===== src/x86_prologue_length_decoder_core_defines.svh =====
// assertion helpers shared by the decoder rtl
`ifndef X86_PROLOGUE_LENGTH_DECODER_CORE_DEFINES_SVH
`define X86_PROLOGUE_LENGTH_DECODER_CORE_DEFINES_SVH

`ifndef ASSERT_OFF
// same-cycle implication
`define X86PLD_ASSERT_IMP(lbl, clk, rst, ante, cons) \
   lbl: assert property (@(posedge clk) disable iff (rst) (ante) |-> (cons)) \
      else $error("x86pld assertion failed");
// next-cycle implication
`define X86PLD_ASSERT_NXT(lbl, clk, rst, ante, cons) \
   lbl: assert property (@(posedge clk) disable iff (rst) (ante) |=> (cons)) \
      else $error("x86pld assertion failed");
`else
`define X86PLD_ASSERT_IMP(lbl, clk, rst, ante, cons)
`define X86PLD_ASSERT_NXT(lbl, clk, rst, ante, cons)
`endif

`endif


===== src/x86pld_pkg.sv =====
package x86pld_pkg;

   localparam int LEN_W = 6;
   localparam int TAIL_W = 4;
   localparam logic [LEN_W-1:0] MAX_WINDOW = 6'd48;
   localparam logic [LEN_W-1:0] REQ_LEN_RESET = 6'd14;

   // csr map
   localparam logic REG_REQUIRED_LENGTH = 1'b0;

   // opcode and prefix bytes
   localparam logic [7:0] OP_REX_LO      = 8'h40;
   localparam logic [7:0] OP_REX_HI      = 8'h4F;
   localparam logic [7:0] OP_OPSIZE      = 8'h66;
   localparam logic [7:0] OP_REPNE       = 8'hF2;
   localparam logic [7:0] OP_REP         = 8'hF3;
   localparam logic [7:0] OP_FS          = 8'h64;
   localparam logic [7:0] OP_GS          = 8'h65;
   localparam logic [7:0] OP_ADDRSIZE    = 8'h67;
   localparam logic [7:0] OP_PUSHPOP_LO  = 8'h50;
   localparam logic [7:0] OP_PUSHPOP_HI  = 8'h5F;
   localparam logic [7:0] OP_NOP         = 8'h90;
   localparam logic [7:0] OP_PUSH_IMM32  = 8'h68;
   localparam logic [7:0] OP_PUSH_IMM8   = 8'h6A;
   localparam logic [7:0] OP_MOV_IMM_LO  = 8'hB8;
   localparam logic [7:0] OP_MOV_IMM_HI  = 8'hBF;
   localparam logic [7:0] OP_MOV_RM8     = 8'h88;
   localparam logic [7:0] OP_MOV_RM      = 8'h89;
   localparam logic [7:0] OP_MOV_R8      = 8'h8A;
   localparam logic [7:0] OP_MOV_R       = 8'h8B;
   localparam logic [7:0] OP_LEA         = 8'h8D;
   localparam logic [7:0] OP_TEST        = 8'h85;
   localparam logic [7:0] OP_SUB_RM      = 8'h29;
   localparam logic [7:0] OP_SUB_R       = 8'h2B;
   localparam logic [7:0] OP_XOR_RM      = 8'h31;
   localparam logic [7:0] OP_XOR_R       = 8'h33;
   localparam logic [7:0] OP_CMP_RM      = 8'h39;
   localparam logic [7:0] OP_CMP_R       = 8'h3B;
   localparam logic [7:0] OP_GRP1_IMM8   = 8'h80;
   localparam logic [7:0] OP_GRP1_ALT    = 8'h82;
   localparam logic [7:0] OP_GRP1_SIMM8  = 8'h83;
   localparam logic [7:0] OP_MOV_RM8_IMM = 8'hC6;
   localparam logic [7:0] OP_GRP1_IMM32  = 8'h81;
   localparam logic [7:0] OP_MOV_RM_IMM  = 8'hC7;
   localparam logic [7:0] OP_ESCAPE      = 8'h0F;
   localparam logic [7:0] OP_NOPL        = 8'h1F;
   localparam logic [7:0] OP_ENDBR_2     = 8'h1E;
   localparam logic [7:0] OP_ENDBR_3     = 8'hFA;

   localparam logic [1:0] MOD_INDIRECT = 2'd0;
   localparam logic [1:0] MOD_DISP8    = 2'd1;
   localparam logic [1:0] MOD_DISP32   = 2'd2;
   localparam logic [1:0] MOD_REG      = 2'd3;
   localparam logic [2:0] RM_SIB       = 3'd4;
   localparam logic [2:0] RM_DISP32    = 3'd5;

   typedef enum logic [1:0] {
      STATUS_SUCCESS = 2'd0,
      STATUS_UNSAFE  = 2'd1,
      STATUS_SHORT   = 2'd2
   } status_type;

   typedef struct packed {
      logic             valid;
      status_type       status;
      logic [LEN_W-1:0] length;
   } result_type;

endpackage


===== src/x86pld_csr.sv =====
module x86pld_csr
   import x86pld_pkg::*;
(
   input  logic             clock,
   input  logic             reset,
   input  logic             psel,
   input  logic             penable,
   input  logic             pwrite,
   input  logic [2:0]       paddr,
   input  logic [31:0]      pwdata,
   output logic [31:0]      prdata,
   output logic             pready,
   output logic [LEN_W-1:0] required_length
);

   logic [LEN_W-1:0] req_len_ff;
   logic [LEN_W-1:0] req_len_in;
   logic             wr_hit;

   assign pready = 1'b1;
   assign wr_hit = psel && penable && pwrite && (paddr[2] == REG_REQUIRED_LENGTH);
   assign req_len_in = wr_hit ? pwdata[LEN_W-1:0] : req_len_ff;

   always_ff @(posedge clock) begin
      if (reset) begin
         req_len_ff <= REQ_LEN_RESET;
      end else begin
         req_len_ff <= req_len_in;
      end
   end

   always_comb begin
      prdata = '0;
      if (paddr[2] == REG_REQUIRED_LENGTH) begin
         prdata = {{(32-LEN_W){1'b0}}, req_len_ff};
      end
   end

   assign required_length = req_len_ff;

endmodule


===== src/x86pld_decoder.sv =====
`include "x86_prologue_length_decoder_core_defines.svh"

module x86pld_decoder
   import x86pld_pkg::*;
#(
   parameter logic [LEN_W-1:0] WINDOW_LEN = MAX_WINDOW
)
(
   input  logic             clock,
   input  logic             reset,
   input  logic             fire,
   input  logic [7:0]       code_byte,
   input  logic             last_byte,
   input  logic [LEN_W-1:0] required_length,
   output result_type       result
);

   typedef enum logic [5:0] {
      PH_PREFIX = 6'b000001,
      PH_ESC    = 6'b000010,
      PH_ENDBR  = 6'b000100,
      PH_MODRM  = 6'b001000,
      PH_SIB    = 6'b010000,
      PH_TAIL   = 6'b100000
   } phase_type;

   typedef enum logic [1:0] {
      STEP_ON   = 2'd0,
      STEP_DONE = 2'd1,
      STEP_FAIL = 2'd2
   } step_type;

   phase_type         phase_ff, phase_in, phase_n;
   logic [LEN_W-1:0]  ib_ff, ib_in, ib_inc;
   logic [LEN_W-1:0]  total_ff, total_in;
   logic [TAIL_W-1:0] tail_ff, tail_in, tail_n;
   logic [TAIL_W-1:0] imm_ff, imm_in, imm_n;
   logic              rexw_ff, rexw_in, rexw_n;
   logic              f3_ff, f3_in, f3_n;
   logic              disc_ff, disc_in;
   step_type          step;
   logic [1:0]        mode;
   logic [2:0]        rm;
   logic [TAIL_W-1:0] disp;
   logic [TAIL_W-1:0] sib_base;
   logic [LEN_W:0]    sum;
   logic              emit;

   assign ib_inc = ib_ff + 6'd1;
   assign mode   = code_byte[7:6];
   assign rm     = code_byte[2:0];
   assign disp   = (mode == MOD_DISP8) ? 4'd1 : (mode == MOD_DISP32) ? 4'd4 : 4'd0;
   assign sib_base = (tail_ff == 4'd0 && rm == RM_DISP32) ? 4'd4 : tail_ff;
   assign sum    = {1'b0, total_ff} + {1'b0, ib_inc};

   // one byte through the instruction grammar
   always_comb begin
      step   = STEP_FAIL;
      phase_n = phase_ff;
      tail_n = tail_ff;
      imm_n  = imm_ff;
      rexw_n = rexw_ff;
      f3_n   = f3_ff;
      unique case (phase_ff)
         PH_PREFIX: begin
            unique case (code_byte) inside
               [OP_REX_LO:OP_REX_HI]: begin
                  step   = STEP_ON;
                  rexw_n = code_byte[3];
                  f3_n   = 1'b0;
               end
               OP_OPSIZE, OP_REPNE, OP_REP, OP_FS, OP_GS: begin
                  step   = STEP_ON;
                  rexw_n = 1'b0;
                  f3_n   = (code_byte == OP_REP) && (ib_inc == 6'd1);
               end
               OP_ADDRSIZE: step = STEP_FAIL;
               [OP_PUSHPOP_LO:OP_PUSHPOP_HI], OP_NOP: step = STEP_DONE;
               OP_PUSH_IMM32: begin
                  step = STEP_ON; tail_n = 4'd4; phase_n = PH_TAIL;
               end
               OP_PUSH_IMM8: begin
                  step = STEP_ON; tail_n = 4'd1; phase_n = PH_TAIL;
               end
               [OP_MOV_IMM_LO:OP_MOV_IMM_HI]: begin
                  step = STEP_ON; tail_n = rexw_ff ? 4'd8 : 4'd4; phase_n = PH_TAIL;
               end
               OP_MOV_RM8, OP_MOV_RM, OP_MOV_R8, OP_MOV_R, OP_LEA, OP_TEST,
               OP_SUB_RM, OP_SUB_R, OP_XOR_RM, OP_XOR_R, OP_CMP_RM, OP_CMP_R: begin
                  step = STEP_ON; imm_n = 4'd0; phase_n = PH_MODRM;
               end
               OP_GRP1_IMM8, OP_GRP1_ALT, OP_GRP1_SIMM8, OP_MOV_RM8_IMM: begin
                  step = STEP_ON; imm_n = 4'd1; phase_n = PH_MODRM;
               end
               OP_GRP1_IMM32, OP_MOV_RM_IMM: begin
                  step = STEP_ON; imm_n = 4'd4; phase_n = PH_MODRM;
               end
               OP_ESCAPE: begin
                  step = STEP_ON; phase_n = PH_ESC;
               end
               default: step = STEP_FAIL;
            endcase
         end
         PH_ESC: begin
            if (code_byte == OP_NOPL) begin
               step = STEP_ON; imm_n = 4'd0; phase_n = PH_MODRM;
            end else if (code_byte == OP_ENDBR_2 && f3_ff && ib_inc == 6'd3) begin
               step = STEP_ON; phase_n = PH_ENDBR;
            end
         end
         PH_ENDBR: begin
            step = (code_byte == OP_ENDBR_3) ? STEP_DONE : STEP_FAIL;
         end
         PH_MODRM: begin
            if (mode == MOD_REG) begin
               tail_n = imm_ff;
               step = (imm_ff == 4'd0) ? STEP_DONE : STEP_ON;
               phase_n = PH_TAIL;
            end else if (rm == RM_SIB) begin
               tail_n = disp; step = STEP_ON; phase_n = PH_SIB;
            end else if (mode == MOD_INDIRECT && rm == RM_DISP32) begin
               // rip-relative
               step = STEP_FAIL;
            end else begin
               tail_n = disp + imm_ff;
               step = (tail_n == 4'd0) ? STEP_DONE : STEP_ON;
               phase_n = PH_TAIL;
            end
         end
         PH_SIB: begin
            tail_n = sib_base + imm_ff;
            step = (tail_n == 4'd0) ? STEP_DONE : STEP_ON;
            phase_n = PH_TAIL;
         end
         PH_TAIL: begin
            tail_n = (tail_ff != 4'd0) ? tail_ff - 4'd1 : 4'd0;
            step = (tail_n == 4'd0) ? STEP_DONE : STEP_ON;
         end
         default: step = STEP_FAIL;
      endcase
   end

   // result and next decoder state
   always_comb begin
      phase_in = phase_ff;
      ib_in    = ib_ff;
      total_in = total_ff;
      tail_in  = tail_ff;
      imm_in   = imm_ff;
      rexw_in  = rexw_ff;
      f3_in    = f3_ff;
      disc_in  = disc_ff;
      emit     = 1'b0;
      result.valid  = 1'b0;
      result.status = STATUS_SUCCESS;
      result.length = '0;
      if (fire) begin
         if (disc_ff) begin
            if (last_byte) begin
               disc_in = 1'b0;
            end
         end else if (total_ff >= required_length) begin
            emit = 1'b1;
            result.length = total_ff;
         end else if (step == STEP_FAIL) begin
            emit = 1'b1;
            result.status = STATUS_UNSAFE;
         end else if (step == STEP_DONE) begin
            if (sum >= {1'b0, required_length}) begin
               emit = 1'b1;
               result.length = sum[LEN_W-1:0];
            end else if (last_byte || sum >= {1'b0, WINDOW_LEN}) begin
               emit = 1'b1;
               result.status = STATUS_SHORT;
            end else begin
               total_in = sum[LEN_W-1:0];
               phase_in = PH_PREFIX;
               ib_in    = '0;
               tail_in  = '0;
               imm_in   = '0;
               rexw_in  = 1'b0;
               f3_in    = 1'b0;
            end
         end else begin
            if (last_byte || sum >= {1'b0, WINDOW_LEN}) begin
               emit = 1'b1;
               result.status = STATUS_UNSAFE;
            end else begin
               ib_in    = ib_inc;
               phase_in = phase_n;
               tail_in  = tail_n;
               imm_in   = imm_n;
               rexw_in  = rexw_n;
               f3_in    = f3_n;
            end
         end
         if (emit) begin
            result.valid = 1'b1;
            phase_in = PH_PREFIX;
            ib_in    = '0;
            total_in = '0;
            tail_in  = '0;
            imm_in   = '0;
            rexw_in  = 1'b0;
            f3_in    = 1'b0;
            disc_in  = !last_byte;
         end
      end
   end

   always_ff @(posedge clock) begin
      if (reset) begin
         phase_ff <= PH_PREFIX;
         ib_ff    <= '0;
         total_ff <= '0;
         tail_ff  <= '0;
         imm_ff   <= '0;
         rexw_ff  <= 1'b0;
         f3_ff    <= 1'b0;
         disc_ff  <= 1'b0;
      end else begin
         phase_ff <= phase_in;
         ib_ff    <= ib_in;
         total_ff <= total_in;
         tail_ff  <= tail_in;
         imm_ff   <= imm_in;
         rexw_ff  <= rexw_in;
         f3_ff    <= f3_in;
         disc_ff  <= disc_in;
      end
   end

   `X86PLD_ASSERT_IMP(a_disc_quiet, clock, reset, disc_ff, !result.valid)
   `X86PLD_ASSERT_NXT(a_disc_after_result, clock, reset, result.valid && !last_byte, disc_ff)
   `X86PLD_ASSERT_IMP(a_fail_len_zero, clock, reset,
                      result.valid && result.status != STATUS_SUCCESS, result.length == '0)
   `X86PLD_ASSERT_IMP(a_tail_bound, clock, reset, 1'b1, tail_ff <= 4'd8)

endmodule


===== src/x86_prologue_length_decoder_core.sv =====
// x86-64 prologue length decoder. Code bytes of one function arrive one per req
// transfer, the final available byte flagged by req_last_byte. The block walks
// instruction boundaries over a safe subset (endbr64, prefixes, push/pop/nop,
// push/mov immediates, listed modrm forms, 0f 1f nop) and returns one rsp
// transfer per function: success with the whole-instruction byte count once it
// reaches required_length, unsafe on an unknown or rip-relative form or an
// instruction cut at the last byte or the window end (WINDOW_LEN, 48 bytes by
// default), or too short when the input or the window ends on a boundary below
// the requirement. Bytes after a result are dropped up to and including the
// next byte marked last. Throughput is one byte per clock while rsp is not
// stalled, set by the byte decode loop; a result is registered on rsp as the
// byte that causes it leaves the input register. required_length sits at csr
// byte address 0 and should be written only while the block is idle.
module x86_prologue_length_decoder_core
   import x86pld_pkg::*;
#(
   parameter logic [LEN_W-1:0] WINDOW_LEN = MAX_WINDOW
)
(
   input  logic             clock,
   input  logic             reset,
   // byte input channel
   input  logic             req_valid,
   output logic             req_stall,
   input  logic [7:0]       req_code_byte,
   input  logic             req_last_byte,
   // result channel
   output logic             rsp_valid,
   input  logic             rsp_stall,
   output logic [1:0]       rsp_status,
   output logic [LEN_W-1:0] rsp_patch_length,
   // configuration port
   input  logic             psel,
   input  logic             penable,
   input  logic             pwrite,
   input  logic [2:0]       paddr,
   input  logic [31:0]      pwdata,
   output logic [31:0]      prdata,
   output logic             pready
);

   `include "x86_prologue_length_decoder_core_defines.svh"

   logic             s1_valid_ff, s1_valid_in;
   logic [7:0]       s1_byte_ff, s1_byte_in;
   logic             s1_last_ff, s1_last_in;
   logic             rsp_valid_ff, rsp_valid_in;
   status_type       rsp_status_ff, rsp_status_in;
   logic [LEN_W-1:0] rsp_len_ff, rsp_len_in;
   logic [LEN_W-1:0] required_length;
   logic             out_busy;
   logic             advance;
   logic             req_xfer;
   result_type       result;

   // output register full and held by the consumer
   assign out_busy = rsp_valid_ff && rsp_stall;
   assign advance  = !out_busy;
   // input register takes a byte unless it holds one that cannot move on
   assign req_stall = s1_valid_ff && out_busy;
   assign req_xfer  = req_valid && !req_stall;

   x86pld_csr u_csr (
      .clock           (clock),
      .reset           (reset),
      .psel            (psel),
      .penable         (penable),
      .pwrite          (pwrite),
      .paddr           (paddr),
      .pwdata          (pwdata),
      .prdata          (prdata),
      .pready          (pready),
      .required_length (required_length)
   );

   // per-byte decode, state updated as the byte leaves the input register
   x86pld_decoder #(
      .WINDOW_LEN      (WINDOW_LEN)
   ) u_decoder (
      .clock           (clock),
      .reset           (reset),
      .fire            (s1_valid_ff && advance),
      .code_byte       (s1_byte_ff),
      .last_byte       (s1_last_ff),
      .required_length (required_length),
      .result          (result)
   );

   always_comb begin
      s1_valid_in = s1_valid_ff;
      s1_byte_in  = s1_byte_ff;
      s1_last_in  = s1_last_ff;
      if (req_xfer) begin
         s1_valid_in = 1'b1;
         s1_byte_in  = req_code_byte;
         s1_last_in  = req_last_byte;
      end else if (advance) begin
         s1_valid_in = 1'b0;
      end
   end

   always_comb begin
      rsp_valid_in  = rsp_valid_ff;
      rsp_status_in = rsp_status_ff;
      rsp_len_in    = rsp_len_ff;
      if (advance) begin
         rsp_valid_in = result.valid;
         if (result.valid) begin
            rsp_status_in = result.status;
            rsp_len_in    = result.length;
         end
      end
   end

   // control state
   always_ff @(posedge clock) begin
      if (reset) begin
         s1_valid_ff  <= 1'b0;
         rsp_valid_ff <= 1'b0;
      end else begin
         s1_valid_ff  <= s1_valid_in;
         rsp_valid_ff <= rsp_valid_in;
      end
   end

   // payload registers
   always_ff @(posedge clock) begin
      s1_byte_ff    <= s1_byte_in;
      s1_last_ff    <= s1_last_in;
      rsp_status_ff <= rsp_status_in;
      rsp_len_ff    <= rsp_len_in;
   end

   assign rsp_valid        = rsp_valid_ff;
   assign rsp_status       = rsp_status_ff;
   assign rsp_patch_length = rsp_len_ff;

   // a byte held in the input register is never lost while the output is blocked
   `X86PLD_ASSERT_NXT(a_s1_hold, clock, reset, s1_valid_ff && out_busy, s1_valid_ff)

endmodule

===== config.mk =====
export PLATFORM = sky130hd
export DESIGN_NAME = x86_prologue_length_decoder_core
export DESIGN_NICKNAME = d
export VERILOG_FILES = /design/src/x86pld_pkg.sv /design/src/x86pld_csr.sv /design/src/x86pld_decoder.sv /design/src/x86_prologue_length_decoder_core.sv
export VERILOG_INCLUDE_DIRS = /design/src /design/src/src
export SDC_FILE = /design/constraint.sdc
export NUM_CORES = 1
export LEC_CHECK = 0
export BUFFER_PORTS_ARGS = -buffer_cell sky130_fd_sc_hd__buf_2
export CAP_MARGIN = 10
export CORE_MARGIN = 1.5
export CORE_UTILIZATION = 50
export CTS_CLUSTER_SIZE = 14
export DETAILED_ROUTE_END_ITERATION = 8
export GPL_ROUTABILITY_DRIVEN = 0
export PLACE_DENSITY = 0.75
export REMOVE_ABC_BUFFERS = 1
export SLEW_MARGIN = 10
export SYNTH_ARGS = -nofsm -noshare
export SYNTH_HDL_FRONTEND = slang
export SYNTH_SLANG_ARGS = --single-unit

===== constraint.sdc =====
create_clock -name clock -period 11.16 [get_ports clock]
set_clock_uncertainty 0.2 [all_clocks]
set_input_delay 1.674 -clock clock [delete_from_list [all_inputs] [get_ports clock]]
set_output_delay 1.674 -clock clock [all_outputs]
set_load 0.05 [all_outputs]

==> flow_summary.toml, run 1 <==
[cells_and_area]
finalNonFillerCells = 594
fill_cells = 733
antenna_cells = 0
area_delta_synth_final_pct = 4.808
nets = 571
drive_above_1_share_pct = 13.01

[worst_setup_path]
cpMaxStageDelayCell = "nor2_1"
required_ns = 10.92
path_class = "register to register"
crit_path_cell_trace = "ha_1, xor2_1, ha_1, o21ai_0, o21bai_1, a21oi_1, xnor2_1, ha_1, o2111ai_1, o21ai_0, a21oi_1, nor2_1, nor2_1, nor2_1"
worstPathArrival_ns = 4.26
worstPathMaxFanout = 9
crit_path_end_kind = "register"
max_stage_delay_ns = 0.51
start_kind = "register"

[power_and_ir_drop]
p_per_area_mw_per_mm2 = 94.68
power_leakage_nw = 1.738
seq_power_share_pct = 52.5
power_frac_comb_pct = 18.4
clock_power_share_pct = 29.2
switchingPower_uw = 131.1
netSwitchingFraction_pct = 33.18
intPower_uw = 264.0
ir_drop_uv = 70.02

[logic_synthesis]
ys_ff_latch = 52
synth-edff-count = 17
synthArstFlopShare_pct = 0
synth_ff_type = "dfxtp_1"
yosysMostFrequentCell = "nand2_1"
syn_inst = 472
yosys-top-cells-area = "dfxtp_1 18%, edfxtp_1 13%, ha_1 8.8%, buf_4 5.3%, nand2_1 3.7%"
yosysTopAreaCellShare_pct = 17.60
synth-seq-area-share_pct = 30.42
synth_warnings = 0
post_synth.cell_area_avg_um2 = 8.435
synth_common_cells = "39 x nand2_1, 35 x dfxtp_1, 33 x nor2_1"
synth.distinct_cells = 77
yosysTopAreaCell = "dfxtp_1"
synth_area_mm2 = 0.003981

[sta]
rsz0062_at_grt = "no"
final_hold_viol_count = 0
fmax_mhz = 222.2
fin_setup_tns_ns = 0
post-route-period-util_pct = 40.33
holdWs_ns = 0.2743
fin_crit_ns = 4.501
relSlewSlack_pct = 47.49
worst_pin_slew_ns = 0.7860
setup_viol = 0
drv_slew = 0

[grt]
grt_pass1_wl_um = 14810
antenna_found_initial = 0
gr-total-overflow = 0
grtUsageMet1_pct = 30.86
top_usage_layer = "met2"
grt_pass1_vias = 3128
met2_usage_pct = 32.53
track_usage_pct = 21.56
grt_max_degree = 23
gr-usage-met3_pct = 3.731

[clock_network]
cts_setup_buffers = 0
clock-sinks = 52
cts-buffers-inserted = 5
htree_levels = 2
cts_hold_buffers = 0
cts_tree = "built"
clock_latency_ns = 0.31
root_buffer = "clkbuf_8"
clk_pin_slew_worst_paths_ns = 0.10
clockBufferDepth = 2
ctsResizeCount = 0

[route]
drc = 0
vias = 3591
drt-initial-drc-count = 362
ant_nets = 0
drt_wl_total_um = 9001
drt_first_pass_iters = 6
vias_per_cell = 6.045
detail_route.wl_per_cell_um = 15.15

[floorplanning]
dieArea_mm2 = 0.008507
start_util_pct = 51.52
die_w_um = 92.24
ios = 94
num_rows = 32
core_area_mm2 = 0.007727
die_h_um = 92.24

[placement]
io_buffers = 38
dp.cells = 586
dp_hpwl_um = 6824

[status]
status = "completed"

[job]
max-cap-violations = 0

[min_path]
hold_class = "register to register"
[registers in the layout (all words and copies together) (netlist names)]
name	cells
s1_byte_ff	8
rsp_patch_length	6
u_csr.required_length	6
u_decoder.ib_ff	6
u_decoder.phase_ff	6
u_decoder.total_ff	6
u_decoder.tail_ff	4
rsp_status	2
u_decoder.imm_ff	2
rsp_valid	1
s1_last_ff	1
s1_valid_ff	1
u_decoder.disc_ff	1
u_decoder.f3_ff	1
u_decoder.rexw_ff	1
[layer usage]
layer / share of wire, % / vias to the layer above
li1: - / 1726
met3: 6.7 / 24
met1: 47 / 1671
met4: 2.4 / 0
met5: 0 / -
met2: 44 / 170
[path summary, 6_finish.rpt]
path | from | end | slack [ns] | depth (start not counted)
max | u_decoder.ib_ff[1] | rsp_patch_length[4] | 6.66 | 14
max reg2reg | u_decoder.ib_ff[1] | rsp_patch_length[4] | 6.66 | 14
min reg2reg | u_csr.required_length[3] | u_csr.required_length[3] | 0.27 | 1
min | u_csr.required_length[3] | u_csr.required_length[3] | 0.27 | 1
[power groups by stage]
stage	Combinational [mW]	Clock, mW	Sequential, mW
floorplan	0.0499	0	0.216
global placement	0.0705	0	0.211
detailed placement	0.0716	0	0.212
CTS	0.0718	0.118	0.207
global route	0.0777	0.125	0.208
finish	0.0725	0.115	0.207
[final cells by class]
cell class                 count  area (µm²)  share of cell area [%]
timing repair buffer          39       197.7                   4.738
clock buffer                   5       68.82                   1.649
multi-input combinational    365        2436                   58.38
tap                          102       127.6                   3.058
clock inverter                 3       26.28                  0.6297
sequential                    52        1211                   29.03
inverter                      28       105.1                   2.519
[cells in the final DEF, fill, tap and decap left out, types with 17 or more instances in the layout]
cell type  synthesis  routed
a21oi_1           24      24
buf_2             11      38
conb_1             2      27
dfxtp_1           35      35
edfxtp_1          17      17
ha_1              28      28
inv_1             28      28
nand2_1           39      39
nand3_1           20      20
nor2_1            33      33
[cell families (layout without fill, tap and decap cells)]
family | Yosys count | after routing | synth area share (%)
flip-flops | 52 | 52 | 30.42
XOR/XNOR | 11 | 11 | 2.420
AND/OR/NAND/NOR | 185 | 185 | 26.30
adder cells (fa/ha/maj) | 29 | 29 | 9.302
AO/OA/AOI/OAI | 109 | 109 | 19.61
buffers and inverters | 80 | 75 | 10.75
other | 2 | 27 | 0.1886
multiplexers | 4 | 4 | 1.006
[critical path, delay by kind of cell, from the launching register on]
kind                     cells  cell delay [ns]
AND/OR/NAND/NOR              3             1.16
AO/OA/AOI/OAI                6             1.00
adder cells (fa/ha/maj)      3             0.92
flip-flops                   1             0.44
XOR/XNOR                     2             0.43
[metrics by stage]
| stage | power, mW | utilization (%) | instance area [µm²] | setup WS [ns] |
|---|---|---|---|---|
| 2_1_floorplan | 0.2658 | - | 3752 | 6.923 |
| 4_1_cts | 0.3967 | 54.00 | 4173 | 6.709 |
| 3_5_place_dp | 0.2832 | 52.77 | 4078 | 6.720 |
| 6_report | 0.3951 | 54.00 | 4173 | 6.659 |
| 5_1_grt | 0.4114 | 54.00 | 4173 | 6.223 |
| 3_3_place_gp | 0.2817 | 52.77 | 4078 | 6.797 |
Note: power is estimated with default switching activity, not from simulation.
==> inputs of run 2 (changes only) <==
- PLACE_DENSITY: 0.75 -> 0.78
- clock period: 11.16 -> 3.8 ns (I/O delays scaled with it)
==> run 2 against run 1 <==
  * Die area did not move
  * Cell area grew 3.6%
  * Register-to-register slack worse by 6.5 ns
  * Wire length is 4.8% higher
  * Clock power increased to 3.0 times the previous value
  * Total power grew to 3.0 times the previous value
  * First-iteration DRC count decreased by 11%
  * Largest cell class unchanged
  * Highest routed layer unchanged
==> flow_summary.toml, run 2 (same netlist as run 1, synthesis figures left out) <==
[cells_and_area]
area_delta_synth_final_pct = 8.548
final_cell_mix = "39 x nand2_1, 38 x buf_2, 32 x nor2_1, 32 x dfxtp_1"
largest_reg_flops = 8
finalNonFillerCells = 610
drive_above_1_share_pct = 16.93
antenna_cells = 0
final_area_mm2 = 0.004322
final_common_cell = "nand2_1"
regMostFlops = "s1_byte_ff"
nets = 587

[route]
vias = 3637
drt_wl_total_um = 9429
drt-initial-drc-count = 321
ant_nets = 0
vias_per_cell = 5.962
detail_route.wl_per_cell_um = 15.46
drt_first_pass_iters = 5
drc = 0

[sta]
post-route-period-util_pct = 95.67
final_hold_viol_count = 0
fmax_mhz = 275.1
fin_crit_ns = 3.636
drv_slew = 0
setup_viol = 0
relSlewSlack_pct = 47.63
worst_pin_slew_ns = 0.7839

[grt]
track_usage_pct = 22.23
met2_usage_pct = 34.94
antenna_found_initial = 0
gr-total-overflow = 0
gr-usage-met3_pct = 2.985
top_usage_layer = "met2"
grt_max_degree = 22
grtUsageMet1_pct = 31.36
grt_pass1_vias = 3152
grt_pass1_wl_um = 15250

[min_path]
holdPathStages = 1
hold_class = "primary input to register"

[clock_network]
clk_pin_slew_worst_paths_ns = 0.11
root_buffer = "clkbuf_8"
cts_hold_buffers = 0
clockBufferDepth = 2
cts_tree = "built"
clock-sinks = 52
clock_latency_ns = 0.32
cts-buffers-inserted = 5
htree_levels = 2

[worst_setup_path]
required_ns = 3.85
worstPathMaxFanout = 6
reg2reg_depth = 11
worstPathArrival_ns = 3.69
crit_path_end_kind = "register"
start_kind = "register"
timing.reg2reg.setup_slack_ns = 0.16
path_class = "register to register"

[floorplanning]
dieArea_mm2 = 0.008507
ios = 94
start_util_pct = 51.52
core_area_mm2 = 0.007727
die_h_um = 92.24
die_w_um = 92.24
num_rows = 32

[power_and_ir_drop]
ir_drop_uv = 152.8
power_leakage_nw = 1.824
p_total_mw = 1.177
p_per_area_mw_per_mm2 = 272.4

[placement]
post_dp_cell_area_mm2 = 0.004182
dp_hpwl_um = 7065
io_buffers = 38
dp.cells = 599

[job]
max-cap-violations = 0

[status]
status = "completed"
-- run 2: worst paths after layout --
| path | startpoint | end |
|---|---|---|
| worst max register to register | u_decoder.ib_ff[1] | u_decoder.phase_ff[4] |
| worst max-delay path | u_decoder.ib_ff[1] | u_decoder.phase_ff[4] |
| worst min-delay path | req_last_byte | s1_last_ff |
| worst min register to register | u_csr.required_length[1] | u_csr.required_length[1] |
-- run 2: through the flow --
stage / TNS (ns) / util, % / hold slack, ns / setup WS (ns)
after global placement: 0 / 54.11 / 0.2440 / 0.09274
after floorplan: -1.440 / - / 0.2354 / -0.1365
final: 0 / 55.93 / 0.2194 / 0.1645
after CTS: 0 / 55.39 / 0.2175 / 0.05832
after global routing: -0.007301 / 55.93 / 0.2088 / -0.004227
after detailed placement: -0.2285 / 54.11 / 0.2504 / -0.02875
-- run 2: metal layers --
layer  part of all wire [%]  up-vias
met4                    1.8        0
met5                      0        -
met1                     46     1721
met3                    5.9       22
met2                     46      138
li1                       -     1756
-- run 2: layout make-up --
| type | instances | area [µm²] |
|---|---|---|
| Sequential cell | 52 | 1215 |
| Clock inverter | 3 | 27.53 |
| Fill cell | 650 | 3406 |
| Tap cell | 102 | 127.6 |
| Inverter | 28 | 105.1 |
| Multi-Input combinational cell | 365 | 2460 |
| Timing Repair Buffer | 55 | 317.8 |
| Clock buffer | 5 | 68.82 |
-- run 2: report_power, final --
part / internal [mW] / switching (mW) / leakage [nW]
sequential: 0.590 / 0.0173 / 0.448
clock: 0.136 / 0.211 / 0.0463
combinational: 0.0559 / 0.167 / 1.33
total: 0.781 / 0.396 / 1.82
-- run 2: repair_timing --
| item | 4_1_cts | 5_1_grt |
|---|---|---|
| cloned | 0 | 0 |
| buffers inserted | 0 | 3 |
| pin swaps | 0 | 3 |
| setup endpoints to repair | 8 | 28 |
| gates resized for setup | 1 | 6 |
-- run 2: worst max-delay path, stage by stage, from the launching register on --
cell      delay (ns)
dfxtp_2         0.39
ha_1            0.19
xor2_1          0.25
ha_1            0.30
o21ai_0         0.25
buf_4           0.17
o31ai_1         0.06
a21bo_2         0.23
a221o_1         0.31
or4_4           0.57
a2111o_1        0.49
o22ai_1         0.15
